==> config.mk <==
export PLATFORM = sky130hd
export DESIGN_NAME = nad3_cmd_queue
export DESIGN_NICKNAME = d
export VERILOG_FILES = /design/src/rtl/nad3_pkg.sv /design/src/rtl/nad3_cmd_queue.sv
export SDC_FILE = /design/constraint.sdc
export NUM_CORES = 1
export LEC_CHECK = 0
export BUFFER_PORTS_ARGS = -buffer_cell sky130_fd_sc_hd__buf_2
export CORE_ASPECT_RATIO = 2
export CORE_MARGIN = 10
export CORE_UTILIZATION = 30
export DETAILED_ROUTE_END_ITERATION = 12
export PLACE_DENSITY_LB_ADDON = 0.25
export SLEW_MARGIN = 20
export SYNTH_ARGS = -nofsm -noshare
export SYNTH_HDL_FRONTEND = slang
export SYNTH_SLANG_ARGS = --single-unit
export TNS_END_PERCENT = 10
==> constraint.sdc <==
create_clock -name clk_i -period 4.1 [get_ports clk_i]
set_input_delay 0.41 -clock clk_i [delete_from_list [all_inputs] [get_ports clk_i]]
set_output_delay 0.41 -clock clk_i [all_outputs]
set_load 0.05 [all_outputs]
==> src/rtl/nad3_pkg.sv <==
package nad3_pkg;

  localparam int PIX_W      = 8;
  localparam int MAX_WIDTH  = 1024;
  localparam int MAX_HEIGHT = 4096;

  localparam int COL_W      = $clog2(MAX_WIDTH);
  localparam int WIDTH_W    = 11;
  localparam int HEIGHT_W   = 13;
  localparam int ROW_W      = $clog2(MAX_HEIGHT + 1);
  localparam int CFG_IDX_W  = 2;
  localparam int CFG_DATA_W = 13;

  localparam logic [CFG_IDX_W-1:0] CFG_FRAME_WIDTH  = 2'd0;
  localparam logic [CFG_IDX_W-1:0] CFG_FRAME_HEIGHT = 2'd1;

  localparam logic [WIDTH_W-1:0]  RESET_WIDTH  = 11'd640;
  localparam logic [HEIGHT_W-1:0] RESET_HEIGHT = 13'd480;
  localparam logic [WIDTH_W-1:0]  WIDTH_MAX_V  = WIDTH_W'(MAX_WIDTH);
  localparam logic [COL_W-1:0]    COL_LAST_V   = COL_W'(MAX_WIDTH - 1);
  localparam logic [HEIGHT_W-1:0] HEIGHT_MAX_V = HEIGHT_W'(MAX_HEIGHT);

  // front-to-back queue
  localparam int CMD_DEPTH = 2;
  localparam int CMD_PTR_W = 1;
  localparam int CMD_CNT_W = 2;
  localparam logic [CMD_CNT_W-1:0] CMD_DEPTH_V = 2'd2;

  // result queue
  localparam int RES_DEPTH = 4;
  localparam int RES_PTR_W = 2;
  localparam int RES_CNT_W = 3;
  localparam logic [RES_CNT_W-1:0] RES_DEPTH_V = 3'd4;

  typedef logic [PIX_W-1:0] pix_t;
  typedef pix_t [2:0][2:0] win_t;  // [row][col], row 0 upper, col 0 left

  typedef struct packed {
    pix_t             pixel;
    logic [COL_W-1:0] addr;
    logic             row0;       // first image row: both stores take the pixel
    logic             use_mem;    // drain item or drain row: replicate row above
    logic             first_col;
    logic             emit_a;     // result for the previous column
    logic             emit_b;     // row end: result for the last column
    logic             eof;
  } cmd_t;

  typedef struct packed {
    pix_t center;
    pix_t diff_left;
    pix_t diff_right;
    pix_t diff_up;
    pix_t diff_up_left;
    pix_t diff_up_right;
    pix_t diff_down;
    pix_t diff_down_left;
    pix_t diff_down_right;
    logic last_of_run;
    logic end_of_frame;
  } res_t;

  typedef struct packed {
    logic [1:0] cnt;
    res_t       r0;
    res_t       r1;
  } res_push_t;

endpackage

==> src/rtl/nad3_cmd_queue.sv <==
module nad3_cmd_queue (
  input  logic           clk_i,
  input  logic           rst_ni,
  input  logic           push_i,
  input  nad3_pkg::cmd_t data_i,
  output logic           full_o,
  output logic           valid_o,
  output nad3_pkg::cmd_t data_o,
  input  logic           pop_i
);

  nad3_pkg::cmd_t                 entry_q [nad3_pkg::CMD_DEPTH];
  logic [nad3_pkg::CMD_PTR_W-1:0] wr_ptr_q, rd_ptr_q;
  logic [nad3_pkg::CMD_CNT_W-1:0] cnt_q;

  assign full_o  = (cnt_q == nad3_pkg::CMD_DEPTH_V);
  assign valid_o = (cnt_q != '0);
  assign data_o  = entry_q[rd_ptr_q];

  always_ff @(posedge clk_i) begin
    if (push_i) begin
      entry_q[wr_ptr_q] <= data_i;
    end
  end

  always_ff @(posedge clk_i or negedge rst_ni) begin
    if (!rst_ni) begin
      wr_ptr_q <= '0;
      rd_ptr_q <= '0;
      cnt_q    <= '0;
    end else begin
      if (push_i) begin
        wr_ptr_q <= wr_ptr_q + 1'b1;
      end
      if (pop_i) begin
        rd_ptr_q <= rd_ptr_q + 1'b1;
      end
      cnt_q <= cnt_q + {1'b0, push_i} - {1'b0, pop_i};
    end
  end

endmodule

Word level (Yosys, flattened, before mapping)
Memory sizes are Yosys's and may differ from the RTL's.
Index checks and enable logic that the tools add are counted.
{ "word_totals": {"elab_cells": 12, "regBits": 4, "in_bits": 28, "mem_count": 1, "out_inout_bits": 26, "mem_bits_rw": 48} }
{ "op_classes": {"n_addsub": 4, "n_eq_ne": 1, "reduce_logical": 1, "mux": 2} }
{ "mem_list": {"columns": ["name", "words", "width", "rd", "rd_clocked_by_memory_dff", "wr", "line", "source"], "rows": [
  ["entry_q", 2, 24, 1, 0, 1, "nad3_cmd_queue.sv:12", "nad3_pkg::cmd_t entry_q [nad3_pkg::CMD_DEPTH];"]
]} }
{ "op_table": {"columns": ["op", "count"], "rows": [
  ["adder 1 bit, second input constant", 2],
  ["adder 2 x 1 -> 2 bit", 1],
  ["equality test 2 bit, second input constant", 1],
  ["two-way mux 1 bit", 2],
  ["nonzero test 2 bit", 1],
  ["subtractor 2 x 1 -> 2 bit", 1]
]} }

Logic depth before layout (Yosys ltp)
Gate-level depths: netlist (run 1).
{ "logic_depth": {"word_depth": 2, "ltp_mapped": 5, "depth_no_buf": 5} }

Worst setup path before layout (run 1)
No wires, ideal clock.
{ "synth_timing": {"path_kind": "input to register", "startpoint": "input port push_i", "endpoint": "memory entry_q[0][0] (netlist bit), enable pin", "cell_stages": 1, "t_required_ns": 3.692, "t_arrival_ns": 1.516, "setup_slack_ns": 2.176, "path_buffers": 0, "setup_ns": 0.408, "cell_sequence": "nor2b_1"} }
{ "synth_between": {"elab_chain_len": 2} }
{ "synth_rtl": {"columns": ["item", "line", "source"], "rows": [
  ["start, declared", "nad3_cmd_queue.sv:4", "input logic push_i,"],
  ["two-way mux 1 bit", "nad3_cmd_queue.sv:21", "if (push_i) begin"],
  ["two-way mux 1 bit (implied by the code)", "nad3_cmd_queue.sv:22", "entry_q[wr_ptr_q] <= data_i;"],
  ["end, declared", "nad3_cmd_queue.sv:12", null]
]} }
No other way between the ends.

==> metrics.yaml, run 1 <==
synthSimpleGateAreaFrac_pct: 1.23
maxSlewHeadroom_pct: 71.4
synth_seq_cells: 52
fp.dieW_um: 78.2
endpoint: "data_o[4]"
fin_tns_setup_ps: 0
status: "finished, final reports clean"
avgViaCountPerCell: 4.09
fillers: 668
p_clk_share_pct: 19.4
drv_cap: 0
tightest_slew_ps: 426
io_pins: 54
multi_input_area_um2: 435
ir_worst_vdd_uv: 322
synth_area_um2: 2030
cts_tree: "built"
fin_crit_ps: 2130
seq_power_share_pct: 37.2
max_stage_delay_ps: 470
clock_sinks: 52
drtPass1Iterations: 2
synth_top_family_by_area: "multiplexers"
synth_top_area_share_pct: 70.9
synth_area_leaders: "edfxtp_1 (71%), mux2_4 (14%), dfrtp_1 (4.9%)"
synthesis.nets: 120
wirelength_um: 3900
worstPathRequired_ps: 3690
cts_root_buffer: "clkbuf_16"
path_clk_slew_ps: 60
yosys_warnings: 0
r2r_cells: 2
synth_compound_area_share_pct: 0
path_max_fanout: 20
synth-seq-area-share_pct: 75.8
switchingPower_mw: 0.805
fp.dieH_um: 136
grt-ovfl-total: 0
setup_viol: 0
cts_max_path_buffers: 2
combPwrFrac_pct: 43.4
p_leak_nw: 1.03
port_buffers: 53
drtIter0Drc: 55
regArea_um2: 1540
hp-class: "in2reg"
synthCells: 90
worst-r2r-setup-slack_ps: 2640
vias: 981
routedWlPerCell_um: 16.3
power.internal_mw: 1.22
r2r-end: "entry_q[0][12]$_DFFE_PP_"
core_region_area_um2: 6620
num_antenna_cells: 0
synth_fa_ha_area_share_pct: 1.23
gp_congestion: 0.648
grt_use_total_pct: 7.60
initial_core_util_pct: 30.7
drc: 0
worstSetupPathType: "reg2out"
nNetsFinal: 181
grt_pass1_wl_um: 6030
synth_xor_area_share_pct: 2.03
startpoint: "rd_ptr_q$_DFFE_PN0P_"
die_area_um2: 10700
cp_cell_sequence: "buf_4 -> mux2_4 -> buf_2"
muxShareOfSynthArea_pct: 16.8
skew_ps: 4.08
numCtsBuffers: 5
finalCritPeriodShare_pct: 51.9
sw_frac_of_total_pct: 39.7
synth_cell_types: 13
synth_area_leader_cell: "edfxtp_1"
drive_above_1_share_pct: 57.2
max_freq_mhz: 470
h-tree-depth: 2
insertion_delay_ps: 280
start_kind: "flop"
syn2layout_area_growth_pct: 24.4
p_per_area_nw_per_um2: 801
syn_area_per_cell_um2: 22.6
antenna_found_initial: 0
detail-route-antenna-nets: 0
grt_pass1_vias: 1146
finalMaxSlewViolations: 0
crit_slowest_cell: "dfrtp_1"
arrival_ps: 1720
end_kind: "output port"
rows: 42
rr_startpoint: "wr_ptr_q$_DFFE_PN0P_"
grt_max_degree: 21
rsz0062_at_grt: "no"
hold_viol: 0
fin_util_pct: 38.2
-- state kept, by name, summed over array words and instances (netlist names) --
register	cells
rd_ptr_q	1
entry_q	48
cnt_q	2
wr_ptr_q	1
-- metrics by stage --
stage	area [um^2]	hold WS (ps)	power (mW)	setup slack, ps	std cells
2_1_floorplan	2030	114	1.52	2180	90
3_3_place_gp	2380	219	1.64	2290	231
3_5_place_dp	2380	225	1.66	2260	231
4_1_cts	2530	304	2.06	1940	240
5_1_grt	2530	304	2.12	1900	240
6_report	2530	312	2.02	1970	240
-- what timing repair did --
item	CTS	global route
resized for setup	0	0
setup buffers	0	0
hold endpoints to repair	4	0
hold buffers	1	0
-- layer usage --
metal	global-route usage, %	share of wire (%)	vias to the layer above	wire [um]
met5	0	0	-	0
met4	4.11	2.1	0	82
met3	3.64	7.8	6	304
met2	13.7	57	32	2230
met1	6.66	33	478	1280
li1	-	-	465	-
-- area by class of cell --
class                      instances  area share [%]
clock buffer                       7            5.24
inverter                           2           0.297
timing repair buffer              57            11.8
clock inverter                     1           0.148
tap                               88            4.35
multi-input combinational         33            17.2
sequential                        52            61.0
-- power by group through the flow --
stage | Sequential (mW) | Clock, mW | Combinational, mW
floorplan | 0.747 | 0 | 0.773
global placement | 0.758 | 0 | 0.887
detailed placement | 0.767 | 0 | 0.897
CTS | 0.756 | 0.403 | 0.900
global route | 0.768 | 0.420 | 0.929
finish | 0.754 | 0.392 | 0.878
-- cells in the mapped netlist, drive strengths merged --
cell type	number
and2	1
xor2	2
mux2	24
nor2b	2
buf	3
edfxtp	48
xor3	1
or2	1
ha	2
dfrtp	4
inv	2
-- critical path, delay by kind of cell (launching register included) --
kind / cells / cell delay (ps)
buffers and inverters: 2 / 610
DFF: 1 / 470
muxes: 1 / 340
-- cell families (layout without fill, tap and decap cells) --
logic type                 Yosys count  in the layout
DFF                                 52             52
muxes                               24             24
buffers and inverters                5             67
and+or+nand+nor                      4              4
xor gates and xnor gates             3              3
adders and majority gates            2              2
-- how the worst min path moves through the flow --
stage          startpoint                  endpoint  cells past startpoint
3_3_place_gp       rst_ni        cnt_q[0]$_DFF_PN0_                      1
5_1_grt        data_i[11]  entry_q[1][11]$_DFFE_PP_                      1
3_5_place_dp       rst_ni      wr_ptr_q$_DFFE_PN0P_                      1
2_1_floorplan      rst_ni        cnt_q[0]$_DFF_PN0_                      0
6_report       data_i[11]  entry_q[1][11]$_DFFE_PP_                      1
4_1_cts         data_i[0]   entry_q[0][0]$_DFFE_PP_                      1
-- cells in the final DEF, fill, tap and decap left out --
master and count:
dlygate4sd3_1 1, buf_4 3, xor2_1 2, ha_1 2
clkbuf_1 2, edfxtp_1 48, nor2b_2 1, inv_1 2
buf_2 53, clkinv_1 1, mux2_4 19, dfrtp_1 4
mux2_2 5, clkbuf_16 5, and2_1 1, xor3_1 1
or2_2 1, nor2b_1 1
Power figures use the tool's default switching activity.
==> run 2, diff against run 1 <==
- clock period: 4.1 -> 2.03 ns (I/O delays scaled with it)
==> run 2 against run 1 <==
- die area unchanged
- sequential share of layout area is 0.83 points lower
- wire length fell by 4.2%
- register-to-register slack got worse by 1900 ps
- worst setup slack worse by 1700 ps
- clock power increased by 99%
- non-clock buffer count grew 1
- hold slack worse by 210 ps
- critical path depth did not move
- critical endpoint unchanged
==> metrics.yaml, run 2 (same netlist as run 1, synthesis figures left out) <==
status: "finished, final reports clean"
switchingPower_mw: 1.62
fp.dieH_um: 136
ir_worst_vdd_uv: 763
drive_above_1_share_pct: 58.8
routedWlPerCell_um: 15.5
seq_power_share_pct: 37.0
syn2layout_area_growth_pct: 26.1
rows: 42
layout_setup_ws_ps: 244
dp_slack_ps: 525
fillers: 649
avgViaCountPerCell: 4.17
h-tree-depth: 2
clock_sinks: 52
fin_crit_ps: 1790
arrival_ps: 1580
die_area_um2: 10700
p_clk_share_pct: 18.9
detail-route-antenna-nets: 0
finalCritPeriodShare_pct: 88.0
grt_pass1_vias: 1191
grt_max_degree: 21
nNetsFinal: 182
grt_pass1_wl_um: 5890
multi_input_area_um2: 435
num_antenna_cells: 0
tightest_slew_ps: 435
dp_hpwl_um: 2880
insertion_delay_ps: 280
cts_root_buffer: "clkbuf_16"
numCtsBuffers: 5
reg_top3: "entry_q (48), cnt_q (2)"
cts_tree: "built"
grt_use_total_pct: 7.36
final_cell_mix: "buf_2 (53), edfxtp_1 (48), mux2_4 (19), mux2_2 (5), clkbuf_16 (5)"
worstSetupPathType: "reg2out"
sw_frac_of_total_pct: 39.3
fp.dieW_um: 78.2
drv_cap: 0
start_kind: "flop"
p_leak_nw: 1.05
worstPathRequired_ps: 1830
path_max_fanout: 20
io_pins: 54
hp-class: "in2reg"
cts_setup_buffers: 0
port_buffers: 53
hold_viol: 0
setup_viol: 0
antenna_found_initial: 0
power.internal_mw: 2.50
core_region_area_um2: 6620
grt-ovfl-total: 0
ctsResizeCount: 0
skew_ps: 1.88
maxSlewHeadroom_pct: 71.0
combPwrFrac_pct: 44.1
rsz0062_at_grt: "no"
vias: 1006
largest_register_ffs: 48
cts_max_path_buffers: 2
max_freq_mhz: 560
regMostFlops: "entry_q"
final_common_cell: "buf_2"
initial_core_util_pct: 30.7
gp_congestion: 0.650
path_clk_slew_ps: 60
fin_tns_setup_ps: 0
drc: 0
drtPass1Iterations: 2
regArea_um2: 1540
p_per_area_nw_per_um2: 1610
end_kind: "output port"
drtIter0Drc: 86
wirelength_um: 3740
finalMaxSlewViolations: 0
## run 2: cell type report
class                      instances  area share (%)
sequential                        52            60.1
multi-input combinational         33            17.0
timing repair buffer              58            12.9
clock buffer                       5            4.88
tap                               88            4.29
clock inverter                     3           0.537
inverter                           2           0.293
## run 2: final timing paths
check                                      from                       end  slack (ps)  cells after the start
hold reg to reg            wr_ptr_q$_DFFE_PN0P_      wr_ptr_q$_DFFE_PN0P_         520                      1
min in group asynchronous                rst_ni        cnt_q[1]$_DFF_PN0_         250                      2
setup reg to reg           wr_ptr_q$_DFFE_PN0P_  entry_q[1][23]$_DFFE_PP_         700                      2
hold / removal                        data_i[7]   entry_q[1][7]$_DFFE_PP_         100                      1
max in group asynchronous                rst_ni      rd_ptr_q$_DFFE_PN0P_        1660                      2
setup / recovery           rd_ptr_q$_DFFE_PN0P_                 data_o[4]         240                      3
## run 2: what timing repair did
action / CTS / global route
hold endpoints to repair: 4 / 0
hold buffers: 1 / 0
setup endpoints to repair: 0 / 0
## run 2: power groups by stage
stage / Combinational, mW / Clock (mW) / Sequential [mW]
5_1_grt: 1.92 / 0.845 / 1.55
3_3_place_gp: 1.84 / 0 / 1.54
6_report: 1.82 / 0.779 / 1.53
3_5_place_dp: 1.85 / 0 / 1.56
4_1_cts: 1.86 / 0.807 / 1.53
2_1_floorplan: 1.56 / 0 / 1.51
## run 2: worst max-delay path, stage by stage, from the launching register on
cell     delay, ps
dfrtp_1        520
buf_12         240
mux2_4         320
buf_2          210
## run 2: metal layers
| metal | vias up | share of wire, % | global-route usage (%) |
|---|---|---|---|
| met3 | 9 | 7.3 | 3.44 |
| met2 | 34 | 55 | 13.2 |
| met4 | 0 | 2.9 | 4.61 |
| met1 | 495 | 35 | 6.34 |
| li1 | 468 | - | - |
| met5 | - | 0 | 0 |
## run 2: per-stage QoR
step / instances / hold slack (ps) / instance area (um^2) / utilization [%] / total power, mW
CTS: 241 / 96.1 / 2560 / 38.7 / 4.20
floorplan: 90 / -92.6 / 2030 / - / 3.07
detailed placement: 232 / 17.5 / 2410 / 36.5 / 3.41
global route: 241 / 97.2 / 2560 / 38.7 / 4.32
finish: 241 / 104 / 2560 / 38.7 / 4.12
global placement: 232 / 12.6 / 2410 / 36.5 / 3.37
