File: src/rtl/nad3_pkg.sv
package nad3_pkg;

  localparam int PIX_W      = 8;
  localparam int MAX_WIDTH  = 1024;
  localparam int MAX_HEIGHT = 4096;

  localparam int COL_W      = $clog2(MAX_WIDTH);
  localparam int WIDTH_W    = 11;
  localparam int HEIGHT_W   = 13;
  localparam int ROW_W      = $clog2(MAX_HEIGHT + 1);
  localparam int CFG_IDX_W  = 2;
  localparam int CFG_DATA_W = 13;

  localparam logic [CFG_IDX_W-1:0] CFG_FRAME_WIDTH  = 2'd0;
  localparam logic [CFG_IDX_W-1:0] CFG_FRAME_HEIGHT = 2'd1;

  localparam logic [WIDTH_W-1:0]  RESET_WIDTH  = 11'd640;
  localparam logic [HEIGHT_W-1:0] RESET_HEIGHT = 13'd480;
  localparam logic [WIDTH_W-1:0]  WIDTH_MAX_V  = WIDTH_W'(MAX_WIDTH);
  localparam logic [COL_W-1:0]    COL_LAST_V   = COL_W'(MAX_WIDTH - 1);
  localparam logic [HEIGHT_W-1:0] HEIGHT_MAX_V = HEIGHT_W'(MAX_HEIGHT);

  // front-to-back queue
  localparam int CMD_DEPTH = 2;
  localparam int CMD_PTR_W = 1;
  localparam int CMD_CNT_W = 2;
  localparam logic [CMD_CNT_W-1:0] CMD_DEPTH_V = 2'd2;

  // result queue
  localparam int RES_DEPTH = 4;
  localparam int RES_PTR_W = 2;
  localparam int RES_CNT_W = 3;
  localparam logic [RES_CNT_W-1:0] RES_DEPTH_V = 3'd4;

  typedef logic [PIX_W-1:0] pix_t;
  typedef pix_t [2:0][2:0] win_t;  // [row][col], row 0 upper, col 0 left

  typedef struct packed {
    pix_t             pixel;
    logic [COL_W-1:0] addr;
    logic             row0;       // first image row: both stores take the pixel
    logic             use_mem;    // drain item or drain row: replicate row above
    logic             first_col;
    logic             emit_a;     // result for the previous column
    logic             emit_b;     // row end: result for the last column
    logic             eof;
  } cmd_t;

  typedef struct packed {
    pix_t center;
    pix_t diff_left;
    pix_t diff_right;
    pix_t diff_up;
    pix_t diff_up_left;
    pix_t diff_up_right;
    pix_t diff_down;
    pix_t diff_down_left;
    pix_t diff_down_right;
    logic last_of_run;
    logic end_of_frame;
  } res_t;

  typedef struct packed {
    logic [1:0] cnt;
    res_t       r0;
    res_t       r1;
  } res_push_t;

endpackage

File: src/rtl/nad3_if.sv
interface nad3_pix_if;
  logic                   valid;
  logic                   ready;
  logic [nad3_pkg::PIX_W-1:0] pixel;
  logic                   drain;

  modport source (output valid, pixel, drain, input ready);
  modport sink   (input valid, pixel, drain, output ready);
endinterface

interface nad3_cfg_if;
  logic                            valid;
  logic                            ready;
  logic [nad3_pkg::CFG_IDX_W-1:0]  index;
  logic [nad3_pkg::CFG_DATA_W-1:0] data;

  modport source (output valid, index, data, input ready);
  modport sink   (input valid, index, data, output ready);
endinterface


File: src/rtl/nad3_front.sv
module nad3_front (
  input  logic             clk_i,
  input  logic             rst_ni,
  nad3_pix_if.sink         pix_i,
  nad3_cfg_if.sink         cfg_i,
  input  logic             cmd_full_i,
  output logic             cmd_push_o,
  output nad3_pkg::cmd_t   cmd_o
);

  logic [nad3_pkg::WIDTH_W-1:0]  width_q;
  logic [nad3_pkg::HEIGHT_W-1:0] height_q;
  logic [nad3_pkg::COL_W-1:0]    col_q, col_d;
  logic [nad3_pkg::ROW_W-1:0]    row_q, row_d;

  logic [nad3_pkg::WIDTH_W-1:0]  width_m1;
  logic [nad3_pkg::COL_W-1:0]    col_last;
  logic [nad3_pkg::HEIGHT_W-1:0] eff_height;
  logic accept, skip, last_col, row0, drain_row;
  logic cfg_we, cfg_hit;

  // out-of-range sizes are clamped
  assign width_m1 = width_q - 1'b1;
  always_comb begin
    if (width_q == '0) begin
      col_last = '0;
    end else if (width_q > nad3_pkg::WIDTH_MAX_V) begin
      col_last = nad3_pkg::COL_LAST_V;
    end else begin
      col_last = width_m1[nad3_pkg::COL_W-1:0];
    end
    if (height_q == '0) begin
      eff_height = 13'd1;
    end else if (height_q > nad3_pkg::HEIGHT_MAX_V) begin
      eff_height = nad3_pkg::HEIGHT_MAX_V;
    end else begin
      eff_height = height_q;
    end
  end

  assign pix_i.ready = !cmd_full_i;
  assign accept      = pix_i.valid && pix_i.ready;

  assign row0      = (row_q == '0);
  assign drain_row = (row_q == eff_height);
  assign last_col  = (col_q == col_last);
  // drain items before the second row carry nothing
  assign skip      = row0 && pix_i.drain;

  assign cmd_push_o = accept && !skip;

  always_comb begin
    cmd_o.pixel     = pix_i.pixel;
    cmd_o.addr      = col_q;
    cmd_o.row0      = row0;
    cmd_o.use_mem   = drain_row || pix_i.drain;
    cmd_o.first_col = (col_q == '0);
    cmd_o.emit_a    = !row0 && (col_q != '0);
    cmd_o.emit_b    = !row0 && last_col;
    cmd_o.eof       = drain_row;
  end

  always_comb begin
    col_d = col_q + 1'b1;
    row_d = row_q;
    if (last_col) begin
      col_d = '0;
      row_d = drain_row ? '0 : row_q + 1'b1;
    end
  end

  assign cfg_i.ready = 1'b1;
  assign cfg_we      = cfg_i.valid && cfg_i.ready;

  always_comb begin
    unique case (cfg_i.index)
      nad3_pkg::CFG_FRAME_WIDTH,
      nad3_pkg::CFG_FRAME_HEIGHT: cfg_hit = 1'b1;
      default:                    cfg_hit = 1'b0;
    endcase
  end

  always_ff @(posedge clk_i or negedge rst_ni) begin
    if (!rst_ni) begin
      width_q  <= nad3_pkg::RESET_WIDTH;
      height_q <= nad3_pkg::RESET_HEIGHT;
      col_q    <= '0;
      row_q    <= '0;
    end else if (cfg_we && cfg_hit) begin
      if (cfg_i.index == nad3_pkg::CFG_FRAME_WIDTH) begin
        width_q <= cfg_i.data[nad3_pkg::WIDTH_W-1:0];
      end else begin
        height_q <= cfg_i.data[nad3_pkg::HEIGHT_W-1:0];
      end
      col_q <= '0;
      row_q <= '0;
    end else if (cmd_push_o) begin
      col_q <= col_d;
      row_q <= row_d;
    end
  end

endmodule

File: src/flat_wrapper.sv
// flat-port wrapper written by rule: the top's interface ports become plain ports
module nad3_front_flat 
  (clk_i, rst_ni, cmd_full_i, cmd_push_o, cmd_o, pix_i_valid, pix_i_pixel, pix_i_drain, pix_i_ready, cfg_i_valid, cfg_i_index, cfg_i_data, cfg_i_ready);
  nad3_pix_if pix_i_i ();
  nad3_cfg_if cfg_i_i ();
  input  logic clk_i;
  input  logic rst_ni;
  input  logic cmd_full_i;
  output logic cmd_push_o;
  output nad3_pkg::cmd_t cmd_o;
  input wire logic [$bits(pix_i_i.valid)-1:0] pix_i_valid;
  input wire logic [$bits(pix_i_i.pixel)-1:0] pix_i_pixel;
  input wire logic [$bits(pix_i_i.drain)-1:0] pix_i_drain;
  output wire logic [$bits(pix_i_i.ready)-1:0] pix_i_ready;
  input wire logic [$bits(cfg_i_i.valid)-1:0] cfg_i_valid;
  input wire logic [$bits(cfg_i_i.index)-1:0] cfg_i_index;
  input wire logic [$bits(cfg_i_i.data)-1:0] cfg_i_data;
  output wire logic [$bits(cfg_i_i.ready)-1:0] cfg_i_ready;
  assign pix_i_i.valid = pix_i_valid;
  assign pix_i_i.pixel = pix_i_pixel;
  assign pix_i_i.drain = pix_i_drain;
  assign pix_i_ready = pix_i_i.ready;
  assign cfg_i_i.valid = cfg_i_valid;
  assign cfg_i_i.index = cfg_i_index;
  assign cfg_i_i.data = cfg_i_data;
  assign cfg_i_ready = cfg_i_i.ready;
  nad3_front u_core (.clk_i(clk_i), .rst_ni(rst_ni), .pix_i(pix_i_i), .cfg_i(cfg_i_i), .cmd_full_i(cmd_full_i), .cmd_push_o(cmd_push_o), .cmd_o(cmd_o));
endmodule
File: config.mk
export PLATFORM = sky130hd
export DESIGN_NAME = nad3_front_flat
export DESIGN_NICKNAME = d
export VERILOG_FILES = /design/src/rtl/nad3_pkg.sv /design/src/rtl/nad3_if.sv /design/src/rtl/nad3_front.sv /design/src/flat_wrapper.sv
export SDC_FILE = /design/constraint.sdc
export NUM_CORES = 1
export LEC_CHECK = 0
export ABC_AREA = 1
export BUFFER_PORTS_ARGS = -buffer_cell sky130_fd_sc_hd__buf_2
export CAP_MARGIN = 30
export CORE_MARGIN = 5
export CORE_UTILIZATION = 48
export CTS_BUF_LIST = sky130_fd_sc_hd__clkbuf_4 sky130_fd_sc_hd__clkbuf_8 sky130_fd_sc_hd__clkbuf_16
export CTS_CLUSTER_SIZE = 40
export DETAILED_ROUTE_END_ITERATION = 10
export PLACE_DENSITY_LB_ADDON = 0.15
export SYNTH_ARGS = -nofsm -noshare
export SYNTH_HDL_FRONTEND = slang
export SYNTH_SLANG_ARGS = --single-unit
File: constraint.sdc
create_clock -name clk_i -period 2.65 [get_ports clk_i]
set_input_delay 0 -clock clk_i [delete_from_list [all_inputs] [get_ports clk_i]]
set_output_delay 0 -clock clk_i [all_outputs]
set_load 0.05 [all_outputs]
Yosys cells after proc, flatten, opt, wreduce, memory -nomap -nowiden
Index checks and enable logic that the tools add are counted.
{ "totals": {"n_memories": 0, "out_inout_bits": 27, "ramBits": 0, "input_bits": 29, "reg_bits": 47, "rom_bits": 0, "latchBits": 0} }
{ "op_classes": {"multipliers": 0, "n_shift": 0, "n_mux": 12, "n_div": 0, "n_eq_ne": 3, "magnitude_cmp": 2, "n_reduce_logical": 22, "n_addsub": 3, "n_bitwise": 1} }
{ "op_table": {"columns": ["cell", "count"], "rows": [
  ["13-bit 2-to-1 mux", 6],
  ["10-bit 2-to-1 mux", 5],
  ["13-bit zero test", 2],
  ["13-bit by 1-bit adder with 13-bit output, second input constant", 1],
  ["13-bit == test", 1],
  ["13-bit greater-than comparator, second input constant", 1],
  ["11-bit greater-than comparator, second input constant", 1],
  ["11-bit zero test", 1],
  ["10-bit by 1-bit adder with 10-bit output, second input constant", 1],
  ["10-bit == test", 1],
  ["10-bit zero test", 1],
  ["10-bit nonzero test", 1],
  ["10-bit by 1-bit subtractor with 10-bit output, second input constant", 1],
  ["1-bit logical AND", 6],
  ["2-bit AND reduction", 3],
  ["2-bit nonzero test", 2],
  ["1-bit zero test", 3],
  ["2-bit by 1-bit == test with 1-bit output, second input constant", 1],
  ["2-bit zero test", 1],
  ["2-bit OR reduction", 1],
  ["1-bit logical OR", 1],
  ["1-bit 2-to-1 mux", 1],
  ["1-bit NOT", 1]
]} }

Depth between registers and ports, before layout
Gate-level depths: netlist (run 1).
{ "logic_depth": {"ltp_word": 8, "depth_mapped": 19} }

Worst setup path after synthesis (run 1)
Ideal clock, no wire load.
{ "synth_timing": {"path_kind": "flip-flop to output port", "from": "register u_core.width_q[0] (netlist bit)", "to": "output port cmd_o[1] (netlist bit)", "path_buffers": 1, "t_required_ps": 2650, "t_arrival_ps": 3036, "path_stages_with_launch": 14, "path_slack_ps": -386, "path_cell_list": "dfrtp_1 inv_1 ha_1 nand2_2 nor2_4 nand2_1 nand2_2 buf_6 nand3_1 nand3_1 nand2_1 inv_1 nand4_1 nor4_1"} }
{ "synth_lines": {"columns": ["element", "line", "source"], "rows": [
  ["start, declared", "nad3_front.sv:11", "logic [nad3_pkg::WIDTH_W-1:0] width_q;"],
  ["start signal, assigned", "nad3_front.sv:85", "width_q <= nad3_pkg::RESET_WIDTH;"],
  ["start signal, assigned", "nad3_front.sv:91", "width_q <= cfg_i.data[nad3_pkg::WIDTH_W-1:0];"],
  ["end, declared", "flat_wrapper.sv:10", "output nad3_pkg::cmd_t cmd_o;"]
]} }

==> results of run 1 <==
cell type report:
type                       instances  share of cell area
clock buffer                       5             0.01775
clock inverter                     3             0.01742
inverter                          57             0.05582
multi-input combinational        362              0.4747
sequential                        47              0.3053
tap                               96             0.03098
timing repair buffer              56             0.09810
cells by family (layout without fill, tap and decap cells):
logic type	count (synthesis)	after routing	synth area share
AND/OR/NAND/NOR	301	302	0.4071
buffers and inverters	81	121	0.1120
flip-flops	47	47	0.3543
AO/OA/AOI/OAI	32	32	0.04831
XOR/XNOR	21	21	0.05505
adder cells (fa/ha/maj)	5	5	0.01873
other	1	1	0.001123
multiplexers	1	1	0.003371
routing by layer:
| metal | track usage | vias to the layer above | routed length (um) |
|---|---|---|---|
| li1 | - | 1624 | - |
| met1 | 0.2519 | 1464 | 3630 |
| met2 | 0.3359 | 67 | 3907 |
| met3 | 0.02735 | 14 | 340 |
| met4 | 0.06349 | 0 | 145 |
| met5 | 0 | - | 0 |
power by group:
part / switching, uW / internal, uW
combinational: 857 / 420
clock: 245 / 376
sequential: 167 / 839
registers in the layout (all words and copies together) (netlist names):
signal	flops
u_core.width_q	11
u_core.height_q	13
u_core.col_q	10
u_core.row_q	13
worst max-delay path, delay by kind of cell, from the launching register on:
kind	cells	cell delay [ns]
buffers and inverters	3	0.44
flip-flops	1	0.41
AND/OR/NAND/NOR	8	1.06
adder cells (fa/ha/maj)	1	0.22
stage by stage:
step	total power, uW	worst slack (ns)	utilization
CTS	2896	0.05605	0.5608
detailed placement	2255	0.1024	0.5230
finish	2904	0.2303	0.5707
floorplan	1984	0.1703	-
global route	3119	0.02874	0.5707
global placement	2233	0.2142	0.5190
final timing paths:
kind / depth (start not counted) / slack (ns) / startpoint / to
max: 12 / 0.23 / u_core.width_q[0] / cmd_o[1]
min in group asynchronous: 2 / 0.25 / rst_ni / u_core.width_q[3]
max reg2reg: 17 / 0.32 / u_core.width_q[0] / u_core.col_q[9]
min: 0 / 0.00002 / pix_i_pixel[2] / cmd_o[18]
max in group asynchronous: 3 / 1.88 / rst_ni / u_core.row_q[2]
min reg2reg: 2 / 0.52 / u_core.height_q[7] / u_core.height_q[7]
layout by cell type, fill, tap and decap left out, types with 2 or more instances in the layout:
master / count
nand4_1: 16
buf_2: 36
or2_2: 3
xor2_1: 16
o21ai_0: 28
clkbuf_8: 5
nor2_2: 3
inv_1: 55
xnor2_1: 5
nor4_2: 2
dlygate4sd3_1: 12
dfstp_2: 6
nand2_4: 2
ha_1: 4
bufinv_16: 2
nand3_1: 51
nor4_1: 2
nor3_1: 10
nor2_4: 3
buf_4: 7
nand2_8: 2
dfrtp_1: 41
nor2_1: 51
a21oi_1: 3
nand2_1: 144
nand2_2: 7
what timing repair did:
item | 4_1_cts | 5_1_grt
hold buffers | 12 | 0
endpoints found under the setup margin | 0 | 22
hold endpoints to repair | 37 | 0
resized for setup | 0 | 13
buffers inserted | 0 | 2
==> impl_results.md, run 1 <==
- Outcome: complete, no violations
- Die H: 93.43 um
- Crit start category: register
- Seq/Total Area, Yosys: 0.3543
- Worst vdd ir: 279.5 uV
- Synthesized instance count: 489
- Num ports: 56
- DR vias: 3169
- Critical setup path kind: reg2out
- Worst Path Required: 2.65 ns
- Top cells by count, synth: 145 x nand2_1, 56 x inv_1, 51 x nand3_1, 51 x nor2_1, 41 x dfrtp_1
- Share of synthesized registers carrying an async set or reset: 1.000
- DRT Pass-1 Iters: 4
- Hold Fails Final Rpt: 0
- Die W: 93.43 um
- PD cells: 748.9 mW/mm^2
- FP Rows: 30
- Setup TNS: 0 ns
- Clock Sinks: 47
- Min-delay worst type: in2out
- Tcrit/Tclk final: 0.9131
- Crit path time final: 2.420 ns
- Worst hold margin: 0.00001785 ns
- Post-route ant nets: 0
- CTS Buf Count: 5
- Area of the multi-input gates: 0.001841 mm^2
- CTS tree: yes
- Antenna diodes: 0
- Synth Flop Type: dfrtp_1
- Clock tree buffer depth: 2
- Syn-to-layout area delta: 16.07%
- Share of cells above drive strength 1: 0.1642
- Filler Cell Count: 664
- HPWL after detailed placement: 6.372 mm
- Worst-path cell chain: inv_2 -> ha_2 -> nand2_2 -> nor2_4 -> nand2_1 -> nand2_4 -> buf_4 -> nand3_1 -> nand2_1 -> nand4_1 -> nor4_2 -> buf_4
- Final setup fails: 0
- Most frequent cell after synthesis: nand2_1
- Final GP Congestion: 0.9294
- Detailed Route WL: 8.023 mm
- Yosys warns: 0
- Design area: 0.003877 mm^2
- CTS H-tree depth: 2
- Post-synth EDFFs: 0
- Number of global-route vias before repair: 3079
- Routed len/inst: 12.82 um
- Unrepaired setup endpoints after global routing: no
- Vias/cell: 5.062
- Worst path arrival time: 2.42 ns
- Reg clk slew, reported paths: 0.08 ns
- Worst-path fanout max: 6
- Synth top area cells: dfrtp_1 31%, nand2_1 16%, nand3_1 7.6%
- Initial core utilization: 0.4917
- Slowest stage delay, CP: 0.41 ns
- Clk_lat worst skew: 0.30 ns
- Syn_area_per_cell: 6.832 um^2
- Slowest-stage cell, CP: dfrtp_1
- Finished Layout Cells: 626
- Net count of the finished layout: 563
- Synthesized flop and latch total: 47
- Slew @ Worst Pin: 0.6765 ns
- Starting DRC count in detailed routing: 146
- Top cell type's share of synthesized area: 0.3071
- Placed Cells: 603
- Root buffer cell: clkbuf_8
- Register Area: 0.001184 mm^2
- Skew final: 0.009360 ns
- Max Cap Violations: 0
- Netlist cell types: 33
- Max-slew headroom: 0.5479
- DIE AREA: 0.008728 mm^2
- Initial antenna violation count: 0
- GRT Total Usage: 0.1955
- First-pass GRT wire length: 13.90 mm
- Residual DRC: 0
- Post-DP Area: 0.003553 mm^2
- Pin count of the biggest net entering global routing: 27
- Synthesized cell area: 0.003341 mm^2
- Syn Nets: 523
- Slew Limit Fails: 0
- Achievable Freq: 413.3 MHz
- Core area: 0.006794 mm^2
- GRT Residual Overflow: 0
- Synth area leader: dfrtp_1
- Leakage: 0.001942 uW
- CP endpoint kind: output pin
- PortBufs: 38
Power figures use the tool's default switching activity.
==> run 2, diff against run 1 <==
Settings changed: MAX_ROUTING_LAYER set to met4.
==> run 2 against run 1 <==
Core utilization down 1.5 points. Wire length down 1.1%. Critical path type unchanged. Final cell count down 0.32%. Largest power group unchanged. Critical endpoint unchanged. Maximum frequency down 1.5%. Register-to-register slack worse by 0.08 ns.
==> impl_results.md, run 2 (synthesized netlist as in run 1, its figures left out) <==
- R2r worst-path depth: 17
- Post-CTS Setup Inserts: 0
- HPWL after detailed placement: 6.120 mm
- Max-slew headroom: 0.5320
- Worst Setup SP: u_core.width_q[0]
- Initial core utilization: 0.4917
- GRT Total Usage: 0.1974
- Clock Sinks: 47
- Hold Startpoint: pix_i_pixel[1]
- Leakage: 0.001917 uW
- Reg2reg setup slack: 0.24 ns
- Skew final: 0.006938 ns
- WP buf/inv: 2
- Worst Path Required: 2.65 ns
- Placed Cells: 603
- Min-delay worst type: in2out
- Max Cap Violations: 0
- Util after Layout: 0.5562
- Clock tree buffer depth: 2
- Slowest stage delay, CP: 0.40 ns
- Worst vdd ir: 343.6 uV
- PortBufs: 38
- Hold endpoint: cmd_o[17]
- Crit path time final: 2.457 ns
- Hold Fails Final Rpt: 0
- Initial antenna violation count: 0
- Top delay family on crit path: simple AND/OR/NAND/NOR gates
- R2R Path Start: u_core.width_q[0]
- Achievable Freq: 407.0 MHz
- Num ports: 56
- Hold Path Depth: 0
- Core area: 0.006794 mm^2
- PD cells: 712.1 mW/mm^2
- Detailed Route WL: 7.932 mm
- DR vias: 3121
- Commonest non-fill, non-tap cell in the layout: nand2_1
- Worst-path cell chain: inv_1 -> ha_2 -> nand2_2 -> nor2_4 -> nand2_1 -> nand2_4 -> nand2_1 -> nand2_1 -> nand2_1 -> nand2_1 -> nand4_1 -> nor4_2 -> buf_4
- Reg clk slew, reported paths: 0.08 ns
- Tcrit/Tclk final: 0.9272
- First-pass GRT wire length: 13.50 mm
- CTS tree: yes
- Vias/cell: 5.002
- GRT Residual Overflow: 0
- FP Rows: 30
- CP endpoint kind: output pin
- DIE AREA: 0.008728 mm^2
- Outcome: complete, no violations
- Clk_lat worst skew: 0.30 ns
- Worst hold margin: 0.00001786 ns
- Net count of the finished layout: 561
- Syn-to-layout area delta: 13.11%
- Critical setup path kind: reg2out
- Slew @ Worst Pin: 0.7004 ns
- Crit start category: register
- Crit path top cell by count: nand2_1
- Finished Layout Cells: 624
- Slowest-stage cell, CP: dfrtp_1
- Number of global-route vias before repair: 2964
- Root buffer cell: clkbuf_8
- Share of cells above drive strength 1: 0.1534
- Die H: 93.43 um
- Slew Limit Fails: 0
- Final setup fails: 0
- DRT Pass-1 Iters: 4
- Routed len/inst: 12.71 um
- Antenna diodes: 0
- Post-route ant nets: 0
- Pin count of the biggest net entering global routing: 48
- Residual DRC: 0
- Worst path arrival time: 2.46 ns
- CTS H-tree depth: 2
- Worst-path fanout max: 12
- Worst flop-to-flop path endpoint: u_core.col_q[3]
- Setup TNS: 0 ns
- CTS Buf Count: 5
- Commonest cells after routing, fill and taps aside: 145 x nand2_1, 56 x inv_1, 51 x nor2_1, 51 x nand3_1, 41 x dfrtp_1
- Starting DRC count in detailed routing: 136
- Die W: 93.43 um
- Top Registers: u_core.height_q x13, u_core.row_q x13, u_core.width_q x11
- Final GP Congestion: 0.8916
-- run 2: cell count changes in the layout (fill, tap and decap cells not counted), moves of 2 or more --
cell       change
bufinv_16      -2
clkbuf_4       +3
nand2_2        -2
buf_4          -2
-- run 2: final cells by class --
cell class | count | area, um^2
well taps | 96 | 120.1
repair buffers | 55 | 355.3
clock inverters | 1 | 5.005
clock buffers | 7 | 83.83
fillers | 680 | 3015
inverters | 57 | 214.0
flip-flops and latches | 47 | 1184
multi-input cells | 361 | 1817
-- run 2: worst reg2reg max path, stage by stage (launching register included) --
cell     delay (ns)
dfrtp_1        0.40
inv_1          0.12
ha_2           0.24
nand2_2        0.10
nor2_4         0.14
nand2_1        0.11
nand2_4        0.14
nand2_1        0.08
nand2_1        0.06
nand2_1        0.05
nand2_1        0.08
nand2_1        0.07
nor2_2         0.14
nand3_4        0.13
nand2_8        0.13
nand2_4        0.13
inv_2          0.14
nor2_1         0.05
-- run 2: how the worst max path moves through the flow --
stage	slack, ns	cells past startpoint	endpoint
CTS	0.06	13	cmd_o[1]
finish	0.19	13	cmd_o[1]
global route	-0.001	13	cmd_o[1]
detailed placement	0.14	17	u_core.col_q[3]
floorplan	0.17	13	cmd_o[1]
global placement	0.21	17	u_core.col_q[9]
-- run 2: timing repair --
action,CTS,global route
hold buffers,13,0
setup endpoints to repair,0,22
gates resized for setup,0,7
hold endpoints to repair,61,0
-- run 2: through the flow --
step	cell area (um^2)	total power (uW)	worst slack [ns]
after floorplan	3353	1984	0.1703
after global placement	3533	2233	0.2128
after detailed placement	3533	2245	0.1394
after CTS	3752	2707	0.05992
after global routing	3779	2899	-0.0009797
final	3779	2691	0.1930
-- run 2: per-layer routing --
layer | wire length (um) | track usage
met1 | 3660 | 0.2455
met3 | 295 | 0.02816
met4 | 138 | 0.06227
met2 | 3837 | 0.3317
met5 | 0 | -
-- run 2: power by group --
part           leakage, uW  switching (uW)  total (uW)  internal (uW)
clock network    0.0000491             232         438            206
logic              0.00127             847        1250            407
registers         0.000599             160         999            839
total              0.00192            1240        2690           1450
