### src/rtl/nad3_pkg.sv
package nad3_pkg;

  localparam int PIX_W      = 8;
  localparam int MAX_WIDTH  = 1024;
  localparam int MAX_HEIGHT = 4096;

  localparam int COL_W      = $clog2(MAX_WIDTH);
  localparam int WIDTH_W    = 11;
  localparam int HEIGHT_W   = 13;
  localparam int ROW_W      = $clog2(MAX_HEIGHT + 1);
  localparam int CFG_IDX_W  = 2;
  localparam int CFG_DATA_W = 13;

  localparam logic [CFG_IDX_W-1:0] CFG_FRAME_WIDTH  = 2'd0;
  localparam logic [CFG_IDX_W-1:0] CFG_FRAME_HEIGHT = 2'd1;

  localparam logic [WIDTH_W-1:0]  RESET_WIDTH  = 11'd640;
  localparam logic [HEIGHT_W-1:0] RESET_HEIGHT = 13'd480;
  localparam logic [WIDTH_W-1:0]  WIDTH_MAX_V  = WIDTH_W'(MAX_WIDTH);
  localparam logic [COL_W-1:0]    COL_LAST_V   = COL_W'(MAX_WIDTH - 1);
  localparam logic [HEIGHT_W-1:0] HEIGHT_MAX_V = HEIGHT_W'(MAX_HEIGHT);

  // front-to-back queue
  localparam int CMD_DEPTH = 2;
  localparam int CMD_PTR_W = 1;
  localparam int CMD_CNT_W = 2;
  localparam logic [CMD_CNT_W-1:0] CMD_DEPTH_V = 2'd2;

  // result queue
  localparam int RES_DEPTH = 4;
  localparam int RES_PTR_W = 2;
  localparam int RES_CNT_W = 3;
  localparam logic [RES_CNT_W-1:0] RES_DEPTH_V = 3'd4;

  typedef logic [PIX_W-1:0] pix_t;
  typedef pix_t [2:0][2:0] win_t;  // [row][col], row 0 upper, col 0 left

  typedef struct packed {
    pix_t             pixel;
    logic [COL_W-1:0] addr;
    logic             row0;       // first image row: both stores take the pixel
    logic             use_mem;    // drain item or drain row: replicate row above
    logic             first_col;
    logic             emit_a;     // result for the previous column
    logic             emit_b;     // row end: result for the last column
    logic             eof;
  } cmd_t;

  typedef struct packed {
    pix_t center;
    pix_t diff_left;
    pix_t diff_right;
    pix_t diff_up;
    pix_t diff_up_left;
    pix_t diff_up_right;
    pix_t diff_down;
    pix_t diff_down_left;
    pix_t diff_down_right;
    logic last_of_run;
    logic end_of_frame;
  } res_t;

  typedef struct packed {
    logic [1:0] cnt;
    res_t       r0;
    res_t       r1;
  } res_push_t;

endpackage

### src/rtl/nad3_if.sv


interface nad3_res_if;
  logic                       valid;
  logic                       ready;
  logic [nad3_pkg::PIX_W-1:0] center;
  logic [nad3_pkg::PIX_W-1:0] diff_left;
  logic [nad3_pkg::PIX_W-1:0] diff_right;
  logic [nad3_pkg::PIX_W-1:0] diff_up;
  logic [nad3_pkg::PIX_W-1:0] diff_up_left;
  logic [nad3_pkg::PIX_W-1:0] diff_up_right;
  logic [nad3_pkg::PIX_W-1:0] diff_down;
  logic [nad3_pkg::PIX_W-1:0] diff_down_left;
  logic [nad3_pkg::PIX_W-1:0] diff_down_right;
  logic                       last_of_run;
  logic                       end_of_frame;

  modport source (output valid, center, diff_left, diff_right, diff_up, diff_up_left,
                  diff_up_right, diff_down, diff_down_left, diff_down_right,
                  last_of_run, end_of_frame, input ready);
  modport sink   (input valid, center, diff_left, diff_right, diff_up, diff_up_left,
                  diff_up_right, diff_down, diff_down_left, diff_down_right,
                  last_of_run, end_of_frame, output ready);
endinterface

### src/rtl/nad3_res_queue.sv
module nad3_res_queue (
  input  logic                           clk_i,
  input  logic                           rst_ni,
  input  nad3_pkg::res_push_t            push_i,
  output logic [nad3_pkg::RES_CNT_W-1:0] free_o,
  nad3_res_if.source                     res_o
);

  nad3_pkg::res_t                 entry_q [nad3_pkg::RES_DEPTH];
  logic [nad3_pkg::RES_PTR_W-1:0] wr_ptr_q, rd_ptr_q, wr_ptr_nx;
  logic [nad3_pkg::RES_CNT_W-1:0] cnt_q;
  nad3_pkg::res_t                 head;
  logic                           pop;

  assign free_o    = nad3_pkg::RES_DEPTH_V - cnt_q;
  assign wr_ptr_nx = wr_ptr_q + 1'b1;
  assign head      = entry_q[rd_ptr_q];
  assign pop       = res_o.valid && res_o.ready;

  assign res_o.valid           = (cnt_q != '0);
  assign res_o.center          = head.center;
  assign res_o.diff_left       = head.diff_left;
  assign res_o.diff_right      = head.diff_right;
  assign res_o.diff_up         = head.diff_up;
  assign res_o.diff_up_left    = head.diff_up_left;
  assign res_o.diff_up_right   = head.diff_up_right;
  assign res_o.diff_down       = head.diff_down;
  assign res_o.diff_down_left  = head.diff_down_left;
  assign res_o.diff_down_right = head.diff_down_right;
  assign res_o.last_of_run     = head.last_of_run;
  assign res_o.end_of_frame    = head.end_of_frame;

  always_ff @(posedge clk_i) begin
    if (push_i.cnt != 2'd0) begin
      entry_q[wr_ptr_q] <= push_i.r0;
    end
    if (push_i.cnt == 2'd2) begin
      entry_q[wr_ptr_nx] <= push_i.r1;
    end
  end

  always_ff @(posedge clk_i or negedge rst_ni) begin
    if (!rst_ni) begin
      wr_ptr_q <= '0;
      rd_ptr_q <= '0;
      cnt_q    <= '0;
    end else begin
      wr_ptr_q <= wr_ptr_q + push_i.cnt;
      if (pop) begin
        rd_ptr_q <= rd_ptr_q + 1'b1;
      end
      cnt_q <= cnt_q + {1'b0, push_i.cnt} - {2'b00, pop};
    end
  end

endmodule

### src/flat_wrapper.sv
// flat-port wrapper written by rule: the top's interface ports become plain ports
module nad3_res_queue_flat 
  (clk_i, rst_ni, push_i, free_o, res_o_valid, res_o_center, res_o_diff_left, res_o_diff_right, res_o_diff_up, res_o_diff_up_left, res_o_diff_up_right, res_o_diff_down, res_o_diff_down_left, res_o_diff_down_right, res_o_last_of_run, res_o_end_of_frame, res_o_ready);
  nad3_res_if res_o_i ();
  input  logic clk_i;
  input  logic rst_ni;
  input  nad3_pkg::res_push_t push_i;
  output logic [nad3_pkg::RES_CNT_W-1:0] free_o;
  output wire logic [$bits(res_o_i.valid)-1:0] res_o_valid;
  output wire logic [$bits(res_o_i.center)-1:0] res_o_center;
  output wire logic [$bits(res_o_i.diff_left)-1:0] res_o_diff_left;
  output wire logic [$bits(res_o_i.diff_right)-1:0] res_o_diff_right;
  output wire logic [$bits(res_o_i.diff_up)-1:0] res_o_diff_up;
  output wire logic [$bits(res_o_i.diff_up_left)-1:0] res_o_diff_up_left;
  output wire logic [$bits(res_o_i.diff_up_right)-1:0] res_o_diff_up_right;
  output wire logic [$bits(res_o_i.diff_down)-1:0] res_o_diff_down;
  output wire logic [$bits(res_o_i.diff_down_left)-1:0] res_o_diff_down_left;
  output wire logic [$bits(res_o_i.diff_down_right)-1:0] res_o_diff_down_right;
  output wire logic [$bits(res_o_i.last_of_run)-1:0] res_o_last_of_run;
  output wire logic [$bits(res_o_i.end_of_frame)-1:0] res_o_end_of_frame;
  input wire logic [$bits(res_o_i.ready)-1:0] res_o_ready;
  assign res_o_valid = res_o_i.valid;
  assign res_o_center = res_o_i.center;
  assign res_o_diff_left = res_o_i.diff_left;
  assign res_o_diff_right = res_o_i.diff_right;
  assign res_o_diff_up = res_o_i.diff_up;
  assign res_o_diff_up_left = res_o_i.diff_up_left;
  assign res_o_diff_up_right = res_o_i.diff_up_right;
  assign res_o_diff_down = res_o_i.diff_down;
  assign res_o_diff_down_left = res_o_i.diff_down_left;
  assign res_o_diff_down_right = res_o_i.diff_down_right;
  assign res_o_last_of_run = res_o_i.last_of_run;
  assign res_o_end_of_frame = res_o_i.end_of_frame;
  assign res_o_i.ready = res_o_ready;
  nad3_res_queue u_core (.clk_i(clk_i), .rst_ni(rst_ni), .push_i(push_i), .free_o(free_o), .res_o(res_o_i));
endmodule
### config.mk
export PLATFORM = sky130hd
export DESIGN_NAME = nad3_res_queue_flat
export DESIGN_NICKNAME = d
export VERILOG_FILES = /design/src/rtl/nad3_pkg.sv /design/src/rtl/nad3_if.sv /design/src/rtl/nad3_res_queue.sv /design/src/flat_wrapper.sv
export SDC_FILE = /design/constraint.sdc
export NUM_CORES = 1
export LEC_CHECK = 0
export BUFFER_PORTS_ARGS = -buffer_cell sky130_fd_sc_hd__buf_2
export CAP_MARGIN = 5
export CORE_MARGIN = 2
export CORE_UTILIZATION = 38
export DETAILED_ROUTE_END_ITERATION = 7
export PLACE_DENSITY = 0.55
export SLEW_MARGIN = 20
export SYNTH_ARGS = -nofsm -noshare
export SYNTH_HDL_FRONTEND = slang
export SYNTH_SLANG_ARGS = --single-unit
### constraint.sdc
create_clock -name clk_i -period 7.2 [get_ports clk_i]
set_input_delay 0.72 -clock clk_i [delete_from_list [all_inputs] [get_ports clk_i]]
set_output_delay 0.72 -clock clk_i [all_outputs]
set_load 0.05 [all_outputs]
# [Yosys cells after proc, flatten, opt, wreduce, memory -nomap -nowiden]
# Memory sizes are Yosys's and may differ from the RTL's.
# Index checks and enable logic that the tools add are counted.
[op_classes] muxes=4 n_eq_ne=1 n_addsub=6 reduce_logical=3
[ops] op="adder 2 x 1 -> 2 bit, second input constant" n=2
[ops] op="two-way mux 1 bit" n=4
[ops] op="adder 3 x 2 -> 3 bit" n=1
[ops] op="nonzero test 3 bit" n=1
[ops] op="subtractor 3 x 1 -> 3 bit" n=1
[ops] op="subtractor 3 bit, first input constant" n=1
[ops] op="adder 2 bit" n=1
[ops] op="equality test 2 bit, second input constant" n=1
[ops] op="nonzero test 2 bit" n=1
[ops] op="logical AND 1 bit" n=1
[word_totals] wordCells=18 input_bits=153 memories=1 ram_bits=296 reg_bits=7
[mem_list] memory="u_core.entry_q" depth=4 word_bits=74 read_ports=1 rd_clocked_by_memory_dff=0 wr=2 line="nad3_res_queue.sv:9" source="nad3_pkg::res_t entry_q [nad3_pkg::RES_DEPTH];"

# [Logic depth before layout (Yosys ltp)]
# Gate-level depths: netlist of run 1.
[logic_depth] depth_word=3 ltp_mapped=10 mapped_depth_nobuf=10

# [Worst setup path before layout of run 1]
# OpenSTA, ideal clock, no wires.
[synth_timing] path_type="input-to-reg" startpoint="in push_i[149] in the netlist's numbering" endpoint="mem u_core.entry_q[0][0] in the netlist's numbering (enable)" required_time_ns=6.585 t_arrival_ns=6.391 path_buffers=1 stages=3 setup_slack_ns=0.194 cell_sequence="clkbuf_2 -> nor2_1 -> o31ai_1"
[synth_rtl] element="from (decl)" line="flat_wrapper.sv:7" source="input nad3_pkg::res_push_t push_i;"
[synth_rtl] element="to (decl)" line="nad3_res_queue.sv:9"

# [Worst setup path after layout of run 1]
[layout_timing] startpoint="reg u_core.rd_ptr_q[0] in the netlist's numbering" endpoint="out res_o_diff_down_right[3]"
[layout_between] elab_chain_cells=1
[layout_lines] element="from (decl)" line="nad3_res_queue.sv:10" source="logic [nad3_pkg::RES_PTR_W-1:0] wr_ptr_q, rd_ptr_q, wr_ptr_nx;"
[layout_lines] element="from (signal assigned)" line="nad3_res_queue.sv:50" source="rd_ptr_q <= rd_ptr_q + 1'b1;"
[layout_lines] element="memory (4 x 74 bit)"
[layout_lines] element="to (decl)" line="flat_wrapper.sv:18" source="output wire logic [$bits(res_o_i.diff_down_right)-1:0] res_o_diff_down_right;"
# No other way between the ends.

==> results of run 1 <==
-- what timing repair did --
item	4_1_cts	5_1_grt
hold buffers	1	0
endpoints found under the hold margin	7	0
buffers inserted	0	0
resized for setup	0	0
-- synthesized netlist by cell type, types with 2 or more instances --
cell type and count:
edfxtp_1 296, mux2_2 187, mux2_4 109, mux4_2 74, buf_6 24, buf_2 11, inv_1 9, buf_4 8
dfrtp_1 7, ha_1 6, clkbuf_1 5, xnor2_1 5, buf_1 3, and4bb_1 2, nor2_1 2, nor2b_1 2
-- placed cells by master (no fill, tap or decap) --
master / count
mux4_2: 74
clkinvlp_4: 1
diode_2: 2
xnor2_1: 5
and4bb_4: 2
clkbuf_16: 37
nor2b_1: 1
clkinv_2: 7
dlygate4sd3_1: 1
nand4b_1: 1
dfrtp_4: 2
nor4b_4: 1
nand3b_1: 1
ha_1: 6
clkbuf_1: 10
o31ai_4: 1
buf_2: 230
o21bai_4: 1
nor2_4: 1
clkbuf_8: 1
mux2i_1: 1
edfxtp_1: 296
dfrtp_1: 5
mux2_4: 109
nor2b_4: 1
buf_4: 15
nand2b_1: 1
xor2_1: 1
fa_1: 1
mux2_2: 187
nor2_1: 1
inv_1: 9
clkinv_1: 6
-- metal layers --
layer | vias to the layer above | global-route usage [%]
met5 | - | 0
met4 | 10 | 5.823
met3 | 57 | 3.268
met2 | 162 | 28.95
met1 | 4127 | 22.73
li1 | 3568 | -
-- worst reg2reg max path, delay by kind of cell, from the launching register on --
| kind | cells | cell delay, ns |
|---|---|---|
| AND/OR/NAND/NOR | 1 | 0.98 |
| buffers and inverters | 1 | 0.77 |
| flip-flops | 1 | 0.53 |
| AO/OA/AOI/OAI | 1 | 0.58 |
-- final cells by class --
class / instances / area (sq um) / area share, %
timing repair buffer: 246 / 1274 / 7.154
clock inverter: 14 / 65.06 / 0.3655
clock buffer: 48 / 977.2 / 5.489
multi-input combinational: 396 / 5720 / 32.13
tap: 525 / 656.9 / 3.690
antenna: 2 / 5.005 / 0.02811
sequential: 303 / 9071 / 50.95
inverter: 9 / 33.78 / 0.1898
-- cells by family (layout without fill, tap and decap cells) --
logic type / after synthesis / count (layout) / synth area share, %
AO/OA/AOI/OAI: 2 / 2 / 0.09888
XOR/XNOR: 6 / 6 / 0.3459
adder cells (fa/ha/maj): 7 / 7 / 0.6260
buffers and inverters: 61 / 317 / 2.990
flip-flops: 303 / 303 / 59.67
multiplexers: 371 / 371 / 35.67
other: 0 / 2 / 0
AND/OR/NAND/NOR: 10 / 10 / 0.6013
-- power by group --
group          internal [mW]  switching (mW)  total [mW]
combinational           1.11            2.25        3.36
sequential              2.63           0.262        2.89
clock                  0.948           0.697        1.65
-- registers in the layout, summed over array words and instances, names as in the netlist --
register         count
u_core.rd_ptr_q      2
u_core.cnt_q         3
u_core.entry_q     296
u_core.wr_ptr_q      2
-- metrics by stage --
step / hold WS, ns / worst slack (ns) / power, mW / util [%] / instance area [sq um]
after floorplan: 0.4244 / 0.1936 / 5.549 / - / 15190
after global placement: 0.4648 / 3.533 / 6.362 / 42.24 / 16750
after detailed placement: 0.4677 / 3.497 / 6.378 / 42.24 / 16750
after CTS: 0.4487 / 3.067 / 8.043 / 44.90 / 17800
after global routing: 0.4706 / 2.949 / 8.266 / 44.91 / 17800
final: 0.4721 / 3.233 / 7.900 / 44.91 / 17800
-- how the worst min path moves through the flow --
stage | end | cells past startpoint
CTS | u_core.rd_ptr_q[1] | 3
floorplan | u_core.cnt_q[0] | 0
finish | u_core.cnt_q[2] | 1
global route | u_core.rd_ptr_q[1] | 3
global placement | u_core.cnt_q[2] | 1
detailed placement | u_core.cnt_q[2] | 1
==> flow_summary.yaml, run 1 <==
floorplan:
  start_util_pct: 38.32
  die_x_um: 203.9
  io_pins: 231
  core_sq_um: 39640
  die_y_um: 203.9
  rows: 73
  dieArea_sq_um: 41590
outcome:
  status: "finished clean"
yosys:
  synthTopCellsByArea: "edfxtp_1 59%, mux2_2 14%, mux4_2 11%"
  avgSynthCellArea_sq_um: 19.99
  synth_top_area_share_pct: 58.51
  synth_edf_count: 296
  syn_area_sq_um: 15190
  syn_inst: 760
  yosys.area.top_type: "edfxtp_1"
  ys_seq_area_share_pct: 59.67
  synthArstFlopShare_pct: 2.310
  ys_ff_latch: 303
  yosysUniqueCellTypes: 26
  ys_warn_count: 0
  synth-main-ff-cell: "edfxtp_1"
  synth_nets: 920
grt:
  grt_pass1_vias: 8576
  antenna_found_initial: 7
  grt.total_usage_pct: 17.32
  grt_overflow: 0
  grt_pass1_wl_mm: 53.36
  grt_max_degree: 51
detailed_routing:
  routedWlPerCell_um: 23.04
  drt-met1-wl_mm: 15.37
  highest-signal-layer: "met5"
  drc: 0
  wl_met2_mm: 17.75
  dr.pass1.iters: 4
  ant_nets: 0
  vias: 7924
  routed_wl_mm: 35.55
  routed-wl-met3_mm: 1.553
  drt_iter0_drc: 412
  vias_per_cell: 5.135
worst_setup_path:
  crit_arrival_ns: 3.25
  cp.depth: 3
  endpoint: "res_o_diff_down_right[3]"
  rr_worst_depth: 3
  critPathRequiredTime_ns: 6.48
  critPathSlowestCell: "dfrtp_4"
  rr_startpoint: "u_core.wr_ptr_q[1]"
  crit_path_start_kind: "flip-flop"
  critical-path-top-delay-family: "buffers and inverters"
  crit_start: "u_core.rd_ptr_q[0]"
  reg2reg_slack_ns: 3.93
  critPathKind: "flip-flop to output port"
  crit_buf_inv: 2
  crit_chain: "buf_4 -> mux4_2 -> buf_2"
  cp-end-kind: "output port"
  r2r_end: "u_core.entry_q[2][21]"
  slowest_delay_ns: 1.01
  crit_fanout: 39
cells_and_area:
  drive_gt1_share_pct: 65.94
  stdcell_count: 1543
  fillers: 3532
  area_growth_pct: 17.20
  nNetsFinal: 1151
placed_design:
  gp_routability_congestion: 0.6978
  hpwl_mm: 20.92
  place_inst: 1478
  io_buffers: 230
timing:
  fin_setup_tns_ns: 0
  finalClockSkew_ns: 0.009831
  slew_violations: 0
  fmax_ghz: 0.2521
  min_period_ns: 3.967
  max-slew-margin-rel_pct: 32.66
  hold_viol_final: 0
  tightest_slew_ns: 1.007
  fin_crit_sh_pct: 55.09
  setup_viol: 0
  grt_setup_unrepaired: "no"
cts:
  cts_inserted_buffers: 35
  cts_root_buf: "clkbuf_16"
  clkLatencyLatePin_ns: 0.53
  cts_max_path_buffers: 3
  h-tree-depth: 2
  cts_tree: "yes"
  clkTransAtPathRegs_ns: 0.06
  clock-sinks: 303
power_and_ir_drop:
  leakage_nw: 6.462
  power.density_nw_per_um2: 443.8
  ir_worst_vdd_mv: 0.4222
flow_run:
  cap_violations: 0
hold_path:
  hold_class: "flip-flop to flip-flop"
  min_from: "u_core.cnt_q[2]"
(Power assumes the default switching activity.)
==> run 2: changes to the inputs <==
- ABC_AREA: unset -> 1
- clock period: 7.2 -> 3.8 ns (I/O delays scaled with it)
==> flow_summary.yaml, run 2 <==
timing:
  tightest_slew_ns: 1.067
  setup_viol: 0
  fmax_ghz: 0.2956
  hold_viol_final: 0
  fin_crit_sh_pct: 89.03
  max-slew-margin-rel_pct: 28.87
  fin_setup_tns_ns: 0
  slew_violations: 0
  grt_setup_unrepaired: "no"
  min_period_ns: 3.383
  finalClockSkew_ns: 0.02408
placed_design:
  hpwl_mm: 33.43
  io_buffers: 230
  dpl_cell_area_sq_um: 18390
  gp_routability_congestion: 0.7971
grt:
  grt_pass1_vias: 14080
  antenna_found_initial: 11
  grt_overflow: 0
  grt_max_degree: 177
  grt.total_usage_pct: 23.88
  grt_pass1_wl_mm: 84.96
yosys:
  yosys.area.top_type: "edfxtp_1"
  synthTopCellsByArea: "edfxtp_1 53%, nand2_1 22%, nand3_1 11%"
  syn_inst: 2135
  synthTopCellsByCount: "992 x nand2_1, 371 x nand3_1, 296 x edfxtp_1"
  synth_top_family_by_area: "simple AND/OR/NAND/NOR gates"
  synthXorXnorAreaFrac_pct: 0
  yosysUniqueCellTypes: 16
  avgSynthCellArea_sq_um: 7.851
  synth.most_common_cell: "nand2_1"
  synth-main-ff-cell: "edfxtp_1"
  ys_ff_latch: 303
  synth_edf_count: 296
  syn_area_sq_um: 16760
  synthSimpleGateAreaFrac_pct: 36.34
  ys_warn_count: 0
  synth_nets: 2295
  synth.mux.area_fraction_pct: 0
  ys_seq_area_share_pct: 54.07
  synth-adder-area-share_pct: 0.5673
  synth_compound_area_share_pct: 0
  synthArstFlopShare_pct: 2.310
  synth_top_area_share_pct: 53.03
worst_setup_path:
  cp-end-kind: "output port"
  critPathKind: "flip-flop to output port"
  crit_path_start_kind: "flip-flop"
  critPathRequiredTime_ns: 3.42
  crit_arrival_ns: 3.00
  reg2reg_slack_ns: 1.06
  crit_fanout: 50
floorplan:
  die_x_um: 214.0
  dieArea_sq_um: 45810
  start_util_pct: 38.74
  core_sq_um: 43270
  die_y_um: 214.0
  io_pins: 231
  rows: 76
cells_and_area:
  finalInstanceArea_sq_um: 19600
  largestRegisters: "u_core.entry_q x296, u_core.cnt_q x3"
  final_cell_mix: "984 x nand2_1, 371 x nand3_1, 296 x edfxtp_1"
  drive_gt1_share_pct: 17.06
  final_common_cell: "nand2_1"
  nNetsFinal: 2448
  largest_reg_flops: 296
  fillers: 4281
  top_register: "u_core.entry_q"
  area_growth_pct: 16.94
detailed_routing:
  vias_per_cell: 5.041
  drt_iter0_drc: 1316
  routedWlPerCell_um: 18.90
  dr.pass1.iters: 6
  ant_nets: 0
  vias: 14670
  drc: 0
  routed_wl_mm: 55.00
cts:
  clock-sinks: 303
  clkTransAtPathRegs_ns: 0.06
  h-tree-depth: 2
  cts_inserted_buffers: 36
  clkLatencyLatePin_ns: 0.55
  cts_tree: "yes"
  cts_max_path_buffers: 3
  cts_root_buf: "clkbuf_16"
flow_run:
  cap_violations: 0
hold_path:
  hold_class: "primary input to flip-flop"
outcome:
  status: "finished clean"
power_and_ir_drop:
  ir_worst_vdd_mv: 0.7556
  leakage_nw: 9.714
  power.density_nw_per_um2: 898.2
==> run 2: cell count changes in the layout (fill, tap and decap cells not counted), sizes merged, moves of 3 or more <==
| cell | delta |
|---|---|
| buf | +7 |
| bufinv | +3 |
| clkinv | +3 |
| diode | +7 |
| inv | +229 |
| mux2 | -296 |
| mux4 | -74 |
| nand2 | +992 |
| nand3 | +371 |
| nor2 | +7 |
| or2 | +74 |
| xnor2 | -5 |
==> run 2: what timing repair did <==
item,CTS,global route
setup buffers,0,0
gates resized for setup,0,0
hold buffers,1,0
hold endpoints to repair,7,0
==> run 2: layout make-up <==
| type | instances | area [sq um] | area share (%) |
|---|---|---|---|
| Sequential cell | 303 | 9071 | 46.28 |
| Multi-Input combinational cell | 1454 | 6277 | 32.02 |
| Timing Repair Buffer | 253 | 1414 | 7.213 |
| Clock buffer | 49 | 1022 | 5.215 |
| Inverter | 240 | 903.4 | 4.608 |
| Tap cell | 585 | 732.0 | 3.734 |
| Clock inverter | 17 | 160.2 | 0.8170 |
| Antenna cell | 9 | 22.52 | 0.1149 |
==> run 2: metrics by stage <==
stage	worst slack [ns]	hold slack, ns	utilization [%]	instances	power (mW)
after global placement	0.9693	0.2426	42.50	2834	14.15
after global routing	0.2128	0.1513	45.27	2903	18.58
after floorplan	0.7052	0.08441	-	2135	11.56
after detailed placement	0.9600	0.2440	42.50	2834	14.21
after CTS	0.3536	0.1153	45.25	2901	17.73
final	0.4167	0.1384	45.31	2910	17.61
==> run 2: cells by family after synthesis <==
logic type | after synthesis
AND/OR/NAND/NOR | 1447
buffers and inverters | 378
flip-flops | 303
adder cells (fa/ha/maj) | 7
==> run 2: path summary, 6_finish.rpt <==
kind / startpoint / endpoint / cells past startpoint
max: u_core.rd_ptr_q[0] / res_o_diff_left[1] / 6
min in group asynchronous: rst_ni / u_core.cnt_q[0] / 2
min reg2reg: u_core.cnt_q[2] / u_core.cnt_q[2] / 3
max in group asynchronous: rst_ni / u_core.rd_ptr_q[1] / 2
min: push_i[75] / u_core.entry_q[2][1] / 3
max reg2reg: u_core.wr_ptr_q[0] / u_core.entry_q[0][22] / 4
==> run 2: power breakdown <==
part	leakage (nW)	switching (mW)	internal, mW	total [mW]
registers	2.86	0.334	5.12	5.45
logic	6.28	6.73	1.91	8.64
clock network	0.578	1.43	2.09	3.51
total	9.71	8.49	9.12	17.6
==> run 2: layer usage <==
layer  global-route usage, %  vias up  part of all wire, %
met5                       0        -                 0.15
met4                   8.508       12                  2.9
met3                   4.837       95                  8.1
met2                   37.79      585                   46
met1                   32.58     6900                   43
li1                        -     7077                    -
==> run 2: critical path, cell delays in order, from the launching register on <==
cell and delay, ns:
dfrtp_4 0.76, clkinv_2 0.67, buf_12 0.41, nand2_1 0.10, nand3_1 0.06, nand2_1 0.13
buf_2 0.27
